$ cat config.mk
export PLATFORM = sky130hd
export DESIGN_NAME = bitmask_overlap_collision_top
export DESIGN_NICKNAME = d
export VERILOG_FILES = /design/src/rtl/core/bocol_pkg.sv /design/src/rtl/core/bocol_mask_mem.sv /design/src/rtl/core/bocol_query.sv /design/src/rtl/core/bitmask_overlap_collision_top.sv
export VERILOG_INCLUDE_DIRS = /design/src /design/src/rtl/core
export SDC_FILE = /design/constraint.sdc
export NUM_CORES = 2
export LEC_CHECK = 0
export ABC_CLOCK_PERIOD_IN_PS = 11100
export BUFFER_PORTS_ARGS = -buffer_cell sky130_fd_sc_hd__clkbuf_2
export CAP_MARGIN = 0
export CORE_MARGIN = 2
export CORE_UTILIZATION = 30
export CTS_CLUSTER_SIZE = 10
export DETAILED_ROUTE_END_ITERATION = 10
export HOLD_SLACK_MARGIN = 0.08
export PLACE_DENSITY = 0.54
export SYNTH_ARGS = -nofsm -noshare
export SYNTH_HDL_FRONTEND = slang
export SYNTH_SLANG_ARGS = --single-unit
$ cat constraint.sdc
create_clock -name clk -period 11.1 [get_ports clk]
set_clock_uncertainty 0.05 [all_clocks]
set_input_delay 0 -clock clk [delete_from_list [all_inputs] [get_ports clk]]
set_output_delay 0 -clock clk [all_outputs]
set_load 0.02 [all_outputs]
$ cat src/rtl/core/bitmask_overlap_collision_top_assert.svh
// ----------------------------------------------------------------------------
// Assertion macros for the bitmask overlap collision block
// Same-cycle and next-cycle implications, clocked on clk, off during rst.
// ----------------------------------------------------------------------------
`ifndef BITMASK_OVERLAP_COLLISION_TOP_ASSERT_SVH
`define BITMASK_OVERLAP_COLLISION_TOP_ASSERT_SVH

// cons holds in the same cycle as ante
`define BOCOL_ASSERT_SAME(label, ante, cons) \
  label: assert property (@(posedge clk) disable iff (rst) (ante) |-> (cons)) \
    else $error("bocol assertion failed");

// cons holds in the cycle after ante
`define BOCOL_ASSERT_NEXT(label, ante, cons) \
  label: assert property (@(posedge clk) disable iff (rst) (ante) |=> (cons)) \
    else $error("bocol assertion failed");

`endif

$ cat src/rtl/core/bocol_pkg.sv
// ----------------------------------------------------------------------------
// bocol_pkg
// Types, constants and codes shared by the bitmask overlap collision block.
// ----------------------------------------------------------------------------
`default_nettype none

package bocol_pkg;

  localparam int MAX_DIM   = 32;
  localparam int ADDR_W    = $clog2(MAX_DIM);
  localparam int ROW_W     = 32;
  localparam int DIM_W     = 6;
  localparam int LEN_W     = $clog2(MAX_DIM) + 1;
  localparam int OFF_W     = 8;
  localparam int KIND_W    = 2;
  localparam int ROWIDX_W  = 5;
  localparam int CFG_IDX_W = 3;

  typedef enum logic [KIND_W-1:0] {
    KIND_LOAD_A = 2'd0,
    KIND_LOAD_B = 2'd1,
    KIND_QUERY  = 2'd2
  } kind_t;

  localparam logic [CFG_IDX_W-1:0] REG_A_WIDTH  = 3'd0;
  localparam logic [CFG_IDX_W-1:0] REG_A_HEIGHT = 3'd1;
  localparam logic [CFG_IDX_W-1:0] REG_B_WIDTH  = 3'd2;
  localparam logic [CFG_IDX_W-1:0] REG_B_HEIGHT = 3'd3;

  localparam logic [DIM_W-1:0] DIM_RESET = 6'd32;

  typedef struct packed {
    logic [DIM_W-1:0] a_width;
    logic [DIM_W-1:0] a_height;
    logic [DIM_W-1:0] b_width;
    logic [DIM_W-1:0] b_height;
  } dims_t;

  typedef struct packed {
    logic                    start;
    logic signed [OFF_W-1:0] x_offset;
    logic signed [OFF_W-1:0] y_offset;
  } qry_req_t;

  typedef struct packed {
    logic done;
    logic hit;
    logic overlap;
  } qry_res_t;

  typedef struct packed {
    logic              en_a;
    logic              en_b;
    logic [ADDR_W-1:0] addr;
    logic [ROW_W-1:0]  data;
  } mem_wr_t;

  typedef struct packed {
    logic              en;
    logic [ADDR_W-1:0] addr_a;
    logic [ADDR_W-1:0] addr_b;
  } mem_rd_t;

endpackage

`default_nettype wire

$ cat src/rtl/core/bocol_mask_mem.sv
// ----------------------------------------------------------------------------
// bocol_mask_mem
// Row stores for masks A and B: one write port, one registered read per mask.
// ----------------------------------------------------------------------------
`default_nettype none

module bocol_mask_mem (
  input  logic                                      clk,
  input  logic                                      rst,
  input  bocol_pkg::mem_wr_t                        wr,
  input  bocol_pkg::mem_rd_t                        rd,
  output logic [bocol_pkg::ROW_W-1:0]               rd_data_a,
  output logic [bocol_pkg::ROW_W-1:0]               rd_data_b
);

  logic [bocol_pkg::ROW_W-1:0]   mem_a [bocol_pkg::MAX_DIM];
  logic [bocol_pkg::ROW_W-1:0]   mem_b [bocol_pkg::MAX_DIM];
  logic [bocol_pkg::MAX_DIM-1:0] vld_a;
  logic [bocol_pkg::MAX_DIM-1:0] vld_b;
  logic [bocol_pkg::ROW_W-1:0]   data_a_q;
  logic [bocol_pkg::ROW_W-1:0]   data_b_q;
  logic                          vld_a_q;
  logic                          vld_b_q;

  always_ff @(posedge clk) begin
    if (wr.en_a) begin
      mem_a[wr.addr] <= wr.data;
    end
    if (wr.en_b) begin
      mem_b[wr.addr] <= wr.data;
    end
  end

  always_ff @(posedge clk) begin
    if (rst) begin
      vld_a <= '0;
      vld_b <= '0;
    end else begin
      if (wr.en_a) begin
        vld_a[wr.addr] <= 1'b1;
      end
      if (wr.en_b) begin
        vld_b[wr.addr] <= 1'b1;
      end
    end
  end

  always_ff @(posedge clk) begin
    if (rd.en) begin
      data_a_q <= mem_a[rd.addr_a];
      data_b_q <= mem_b[rd.addr_b];
      vld_a_q  <= vld_a[rd.addr_a];
      vld_b_q  <= vld_b[rd.addr_b];
    end
  end

  // rows never written read as zero
  assign rd_data_a = vld_a_q ? data_a_q : '0;
  assign rd_data_b = vld_b_q ? data_b_q : '0;

endmodule

`default_nettype wire

$ cat src/rtl/core/bocol_query.sv
// ----------------------------------------------------------------------------
// bocol_query
// Query sequencer: overlap extent, corners, then one row pair read per cycle.
// ----------------------------------------------------------------------------
`default_nettype none

module bocol_query (
  input  logic                              clk,
  input  logic                              rst,
  input  bocol_pkg::qry_req_t               req,
  input  bocol_pkg::dims_t                  dims,
  input  logic                              ack,
  output bocol_pkg::qry_res_t               res,
  output logic                              idle,
  output bocol_pkg::mem_rd_t                rd,
  input  logic [bocol_pkg::ROW_W-1:0]       rd_data_a,
  input  logic [bocol_pkg::ROW_W-1:0]       rd_data_b
);

  typedef enum logic [5:0] {
    S_IDLE   = 6'b000001,
    S_CALC   = 6'b000010,
    S_CORNER = 6'b000100,
    S_SCAN   = 6'b001000,
    S_DRAIN  = 6'b010000,
    S_DONE   = 6'b100000
  } state_t;

  state_t state, state_next;

  logic signed [bocol_pkg::OFF_W-1:0] xo;
  logic signed [bocol_pkg::OFF_W-1:0] yo;
  logic [bocol_pkg::LEN_W-1:0]        xov;
  logic [bocol_pkg::LEN_W-1:0]        yov;
  logic                               ovl;
  logic [bocol_pkg::ADDR_W-1:0]       x1;
  logic [bocol_pkg::ADDR_W-1:0]       x2;
  logic [bocol_pkg::ADDR_W-1:0]       y1;
  logic [bocol_pkg::ADDR_W-1:0]       y2;
  logic [bocol_pkg::ROW_W-1:0]        colmask;
  logic [bocol_pkg::ADDR_W-1:0]       j;
  logic                               rd_pend;
  logic                               hit_acc;

  logic [bocol_pkg::LEN_W-1:0] aw, ah, bw, bh;
  logic signed [9:0]           xlen, ylen;
  logic                        last_row;

  function automatic logic [bocol_pkg::LEN_W-1:0] clamp_dim(
    input logic [bocol_pkg::DIM_W-1:0] d
  );
    return (d > bocol_pkg::DIM_W'(bocol_pkg::MAX_DIM)) ?
           bocol_pkg::LEN_W'(bocol_pkg::MAX_DIM) : bocol_pkg::LEN_W'(d);
  endfunction

  function automatic logic signed [9:0] overlap_len(
    input logic [bocol_pkg::LEN_W-1:0]        da,
    input logic [bocol_pkg::LEN_W-1:0]        db,
    input logic signed [bocol_pkg::OFF_W-1:0] off
  );
    logic [bocol_pkg::LEN_W:0]   sum;
    logic [bocol_pkg::OFF_W-1:0] mag;
    logic signed [9:0]           o;
    logic signed [9:0]           lim;
    sum = {1'b0, da} + {1'b0, db};
    mag = off[bocol_pkg::OFF_W-1] ? bocol_pkg::OFF_W'(-off) : bocol_pkg::OFF_W'(off);
    o   = $signed(10'(sum >> 1)) - $signed(10'(mag));
    lim = $signed(10'((da < db) ? da : db));
    return (o > lim) ? lim : o;
  endfunction

  assign aw = clamp_dim(dims.a_width);
  assign ah = clamp_dim(dims.a_height);
  assign bw = clamp_dim(dims.b_width);
  assign bh = clamp_dim(dims.b_height);

  assign xlen = overlap_len(aw, bw, xo);
  assign ylen = overlap_len(ah, bh, yo);

  assign last_row = (bocol_pkg::LEN_W'(j) + bocol_pkg::LEN_W'(1)) == yov;

  always_comb begin
    state_next = state;
    case (state)
      S_IDLE: begin
        if (req.start) begin
          state_next = S_CALC;
        end
      end
      S_CALC:   state_next = S_CORNER;
      S_CORNER: state_next = ovl ? S_SCAN : S_DONE;
      S_SCAN: begin
        if (last_row) begin
          state_next = S_DRAIN;
        end
      end
      S_DRAIN:  state_next = S_DONE;
      S_DONE: begin
        if (ack) begin
          state_next = S_IDLE;
        end
      end
      default:  state_next = S_IDLE;
    endcase
  end

  always_ff @(posedge clk) begin
    if (rst) begin
      state   <= S_IDLE;
      rd_pend <= 1'b0;
    end else begin
      state   <= state_next;
      rd_pend <= rd.en;
    end
  end

  always_ff @(posedge clk) begin
    case (state)
      S_IDLE: begin
        if (req.start) begin
          xo <= req.x_offset;
          yo <= req.y_offset;
        end
      end
      S_CALC: begin
        ovl <= (xlen > 10'sd0) && (ylen > 10'sd0);
        xov <= bocol_pkg::LEN_W'(xlen);
        yov <= bocol_pkg::LEN_W'(ylen);
      end
      S_CORNER: begin
        x1      <= xo[bocol_pkg::OFF_W-1] ? bocol_pkg::ADDR_W'(aw - xov) : '0;
        x2      <= xo[bocol_pkg::OFF_W-1] ? '0 : bocol_pkg::ADDR_W'(bw - xov);
        y1      <= yo[bocol_pkg::OFF_W-1] ? bocol_pkg::ADDR_W'(ah - yov) : '0;
        y2      <= yo[bocol_pkg::OFF_W-1] ? '0 : bocol_pkg::ADDR_W'(bh - yov);
        colmask <= bocol_pkg::ROW_W'(((bocol_pkg::ROW_W + 1)'(1) << xov)
                   - (bocol_pkg::ROW_W + 1)'(1));
        j       <= '0;
        hit_acc <= 1'b0;
      end
      S_SCAN: begin
        j <= j + bocol_pkg::ADDR_W'(1);
      end
      default: begin
      end
    endcase
    if (rd_pend) begin
      hit_acc <= hit_acc | (|((rd_data_a >> x1) & (rd_data_b >> x2) & colmask));
    end
  end

  always_comb begin
    rd.en     = (state == S_SCAN);
    rd.addr_a = y1 + j;
    rd.addr_b = y2 + j;
  end

  assign res.done    = (state == S_DONE);
  assign res.hit     = hit_acc;
  assign res.overlap = ovl;
  assign idle        = (state == S_IDLE);

endmodule

`default_nettype wire

$ cat src/rtl/core/bitmask_overlap_collision_top.sv
// ----------------------------------------------------------------------------
// bitmask_overlap_collision_top
// Pixel-exact collision test between two sprite bit masks of up to 32x32.
//
// Input channel (in_valid / in_stall): kind 0 and 1 load one 32-bit row of
// mask A or B at row_index; kind 2 is a query with centre offsets x_offset,
// y_offset; kind 3 is taken and dropped. Loads give no result. A query
// gives one result (hit, boxes_overlap) on the output channel (out_valid /
// out_stall). The row scan reads one row pair per cycle from the mask
// memories; in_stall stays high from a query transfer until its result
// moves into the output register, so the next item can transfer only
// after that. A stalled result holds in the output register while the
// next item is taken; a second query then waits finished inside the block.
// The user must write registers on the cfg port only while the block is
// idle; the block itself does not enforce this.
// Reset clears both masks to zero and sets all four dimensions to 32.
// ----------------------------------------------------------------------------
`default_nettype none

`include "bitmask_overlap_collision_top_assert.svh"

module bitmask_overlap_collision_top (
  input  logic                                   clk,
  input  logic                                   rst,
  input  logic                                   cfg_wr_en,
  input  logic [bocol_pkg::CFG_IDX_W-1:0]        cfg_index,
  input  logic [bocol_pkg::DIM_W-1:0]            cfg_data,
  input  logic                                   in_valid,
  output logic                                   in_stall,
  input  logic [bocol_pkg::KIND_W-1:0]           kind,
  input  logic [bocol_pkg::ROWIDX_W-1:0]         row_index,
  input  logic [bocol_pkg::ROW_W-1:0]            row_bits,
  input  logic signed [bocol_pkg::OFF_W-1:0]     x_offset,
  input  logic signed [bocol_pkg::OFF_W-1:0]     y_offset,
  output logic                                   out_valid,
  input  logic                                   out_stall,
  output logic                                   hit,
  output logic                                   boxes_overlap
);

  bocol_pkg::dims_t     dims;
  bocol_pkg::qry_req_t  req;
  bocol_pkg::qry_res_t  res;
  bocol_pkg::mem_wr_t   wr;
  bocol_pkg::mem_rd_t   rd;
  logic                 eng_idle;
  logic                 in_xfer;
  logic                 row_ok;
  logic                 ack;
  logic [bocol_pkg::ROW_W-1:0] rd_data_a;
  logic [bocol_pkg::ROW_W-1:0] rd_data_b;

  always_ff @(posedge clk) begin
    if (rst) begin
      dims.a_width  <= bocol_pkg::DIM_RESET;
      dims.a_height <= bocol_pkg::DIM_RESET;
      dims.b_width  <= bocol_pkg::DIM_RESET;
      dims.b_height <= bocol_pkg::DIM_RESET;
    end else if (cfg_wr_en) begin
      case (cfg_index)
        bocol_pkg::REG_A_WIDTH:  dims.a_width  <= cfg_data;
        bocol_pkg::REG_A_HEIGHT: dims.a_height <= cfg_data;
        bocol_pkg::REG_B_WIDTH:  dims.b_width  <= cfg_data;
        bocol_pkg::REG_B_HEIGHT: dims.b_height <= cfg_data;
        default: begin
        end
      endcase
    end
  end

  assign in_stall = !eng_idle;
  assign in_xfer  = in_valid && !in_stall;
  assign row_ok   = 32'(row_index) < bocol_pkg::MAX_DIM;

  always_comb begin
    wr.en_a = in_xfer && row_ok && (kind == bocol_pkg::KIND_LOAD_A);
    wr.en_b = in_xfer && row_ok && (kind == bocol_pkg::KIND_LOAD_B);
    wr.addr = bocol_pkg::ADDR_W'(row_index);
    wr.data = row_bits;
  end

  always_comb begin
    req.start    = in_xfer && (kind == bocol_pkg::KIND_QUERY);
    req.x_offset = x_offset;
    req.y_offset = y_offset;
  end

  bocol_mask_mem u_mem (
    .clk       (clk),
    .rst       (rst),
    .wr        (wr),
    .rd        (rd),
    .rd_data_a (rd_data_a),
    .rd_data_b (rd_data_b)
  );

  bocol_query u_query (
    .clk       (clk),
    .rst       (rst),
    .req       (req),
    .dims      (dims),
    .ack       (ack),
    .res       (res),
    .idle      (eng_idle),
    .rd        (rd),
    .rd_data_a (rd_data_a),
    .rd_data_b (rd_data_b)
  );

  assign ack = res.done && (!out_valid || !out_stall);

  always_ff @(posedge clk) begin
    if (rst) begin
      out_valid <= 1'b0;
    end else if (ack) begin
      out_valid <= 1'b1;
    end else if (!out_stall) begin
      out_valid <= 1'b0;
    end
  end

  always_ff @(posedge clk) begin
    if (ack) begin
      hit           <= res.hit;
      boxes_overlap <= res.overlap;
    end
  end

  `BOCOL_ASSERT_NEXT(a_query_blocks_input, req.start, in_stall)
  `BOCOL_ASSERT_SAME(a_hit_needs_overlap, out_valid && hit, boxes_overlap)
  `BOCOL_ASSERT_NEXT(a_result_waits, res.done && out_valid && out_stall, res.done)

endmodule

`default_nettype wire

==> results.ini <==
[sta]
fmaxAchievable_ghz=0.195
setup_tns_ns=0
hold_viol_final=0
max_slew_margin_pct=20.8
rsz0062_at_grt=false
finalMaxSlewViolations=0
setup_viol=0
whs_ns=0.227
period_needed_ns=5.13
tightest_slew_ns=1.19
post-route-period-util_pct=46.2

[floorplanning]
dieArea_um2=318000
io_pins=73
die-height_um=564
core_area_um2=312000
initial_core_util_pct=30.2
die_w_um=564
num_rows=205

[pwr]
p_leak_nw=35.2
p_per_area_nw_per_um2=179
irDropWorstVdd_mv=0.112
power.total_mw=19.6

[detailed_routing]
drt-initial-drc-count=5264
vias=51260
drtAntennaViolNets=0
drt_wl_total_mm=262
vias_per_cell=5.15
drc=0
first_pass_iters=7
wl_per_cell_um=26.4

[critical_path]
cp.arrival_ns=5.67
crit_chain=nor2b_1, inv_1, fa_1, xnor2_1, inv_1, ha_1, nor2b_1, o21ai_0, nand2b_1, a21o_1, a21o_1, xnor2_1, inv_1, ha_1, and3_1, a221oi_1, a41oi_1, o21a_1, mux2_2, o311a_1
worst_path_max_delay_cell=nor2b_1
slowest_delay_ns=0.44
cp_top_family=compound AO/OA/AOI/OAI gates
worstSetupStartpointType=flip-flop
cp_data_required_time_ns=11.64
crit_buf_inv=3
crit_path_frequent_cell=inv_1
crit_type=reg2reg
endpoint_kind=flip-flop
worstPathMaxFanout=10

[placement]
place.gp.congestion=0.844
place_hpwl_mm=138
portBuffers=72

[logic_synthesis]
yosys_warnings=0
ys_seq_elements=2299
ys.flop_type=edfxtp_1
synth-edff-count=2203
postSynthAreaPerCell_um2=17.4
synth_fp_nets=5551
async_reset_ff_share_pct=0
ys_types=77
netlist_instances=5400
syn_area_um2=94200
ys_seq_area_share_pct=72.3

[layout]
multi_input_area_um2=25300
fin_nets=5853
layout_commonest_cell=edfxtp_1
mostFrequentLayoutCells=edfxtp_1 (2203), nand2_1 (712), mux4_2 (560)
drive_above_1_share_pct=21.4
regArea_um2=68100
n_fill_cell=29193
area_growth_syn_to_layout_pct=15.9

[clock_tree]
cts_root_buf=clkbuf_16
insertion_delay_ns=0.88
cts_inserted_buffers=277
cts_tree=built
htree_levels=5
clock_path_buffers=4
cts_setup_buffers=0
clock_sinks=2299
clk_pin_slew_ns=0.06

[hold_path]
hp-class=in2reg

[global_route]
grt_pass1_wl_mm=376
grt_max_degree=138
overflow=0
antenna_found_initial=20
grt_pass1_vias=52619
grt_usage_pct=16.2

[job]
drv_cap=0

[run_status]
status=complete, no violations

## where the power goes
group          total [mW]  switching (mW)  internal, mW
Clock                8.03            3.35          4.69
Combinational        1.87            1.22         0.647
Sequential           9.69          0.0734          9.61
Total                19.6            4.64          14.9
## worst reg2reg max path, delay by kind of cell, from the launching register on
family	cells	cell delay (ns)
AO/OA/AOI/OAI	7	1.50
adder cells (fa/ha/maj)	3	0.98
AND/OR/NAND/NOR	4	0.85
XOR/XNOR	2	0.43
flip-flops	1	0.41
multiplexers	1	0.38
buffers and inverters	3	0.27
## per-stage QoR
step | setup slack (ns) | cells | util [%] | instance area (um2)
after detailed placement | 6.01 | 9463 | 32.2 | 100000
after global routing | 5.70 | 9944 | 35.0 | 109000
after CTS | 5.99 | 9942 | 35.0 | 109000
final | 5.97 | 9950 | 35.0 | 109000
after floorplan | 5.90 | 5400 | - | 94200
after global placement | 5.87 | 9463 | 32.2 | 100000
## cell usage after synthesis, types with 6 or more instances
cell,count,area [um2]
fa_1,10,200
xnor2_1,33,289
buf_2,20,100
nand2b_1,14,87.6
o21ai_0,128,641
a211o_1,10,87.6
a211oi_1,12,90.1
buf_1,96,360
inv_1,64,240
nand2_1,712,2670
nand3b_1,6,45.0
mux2_1,12,135
nor2b_1,44,275
clkbuf_1,176,661
a21o_1,22,165
mux2_2,39,439
o22ai_1,13,81.3
o21ba_2,14,140
and3_1,6,37.5
a31oi_1,11,68.8
xor2_1,29,254
mux4_2,560,12600
and2_1,15,93.8
nor3_1,27,135
a21oi_1,64,320
dfxtp_1,96,1920
nor2_1,281,1050
nand3_1,377,1890
nor4_1,8,50.1
a22oi_1,6,45.0
edfxtp_1,2203,66200
ha_1,72,901
mux2i_1,96,961
nand4_1,12,75.1
o21bai_1,10,75.1
o21ai_1,12,60.1
o21a_1,9,67.6
## layer usage
layer / share of wire, % / track usage (%)
met1: 44 / 22.7
met2: 48 / 26.4
met3: 6.5 / 2.65
met4: 1.8 / 3.63
met5: 0.016 / 0
## state kept, by name, indices dropped and copies added (netlist names), 8 cells and up
| name | flops |
|---|---|
| dims | 24 |
| u_query.xo | 8 |
| u_mem.vld_b | 32 |
| u_mem.mem_a | 1024 |
| u_query.yo | 8 |
| u_mem.data_a_q | 32 |
| u_mem.mem_b | 1024 |
| u_query.colmask | 32 |
| u_mem.data_b_q | 32 |
| u_mem.vld_a | 32 |
## cells by family after synthesis
kind of cell	count (synthesis)	share of synthesized area, %
xor gates and xnor gates	62	0.577
adders and majority gates	82	1.17
DFF	2299	72.3
buffers and inverters	370	1.54
muxes	710	15.1
and+or+nand+nor	1523	6.99
AOI/OAI and AO/OA	354	2.38
## repair_timing
| item | in CTS | in global routing |
|---|---|---|
| hold buffers | 100 | 0 |
| resized for setup | 0 | 0 |
| hold endpoints to repair | 2164 | 0 |
## final timing paths
check | startpoint | to | slack, ns | depth (start not counted)
worst max-delay path | dims[23] | u_query.ovl | 5.97 | 20
worst min-delay path | kind[1] | u_query.state[3] | 0.23 | 7
worst max register to register | dims[23] | u_query.ovl | 5.97 | 20
worst min register to register | u_mem.vld_a[17] | u_mem.vld_a[17] | 0.42 | 2
## area by class of cell
type                    count  share of cell area [%]
diodes                      8                  0.0183
clock buffers             353                    6.78
clock inverters            26                   0.291
inverters                  71                   0.245
multi-input cells        2731                    23.2
flip-flops and latches   2299                    62.4
well taps                4140                    4.75
repair buffers            322                    2.36
(Power assumes the default switching activity.)
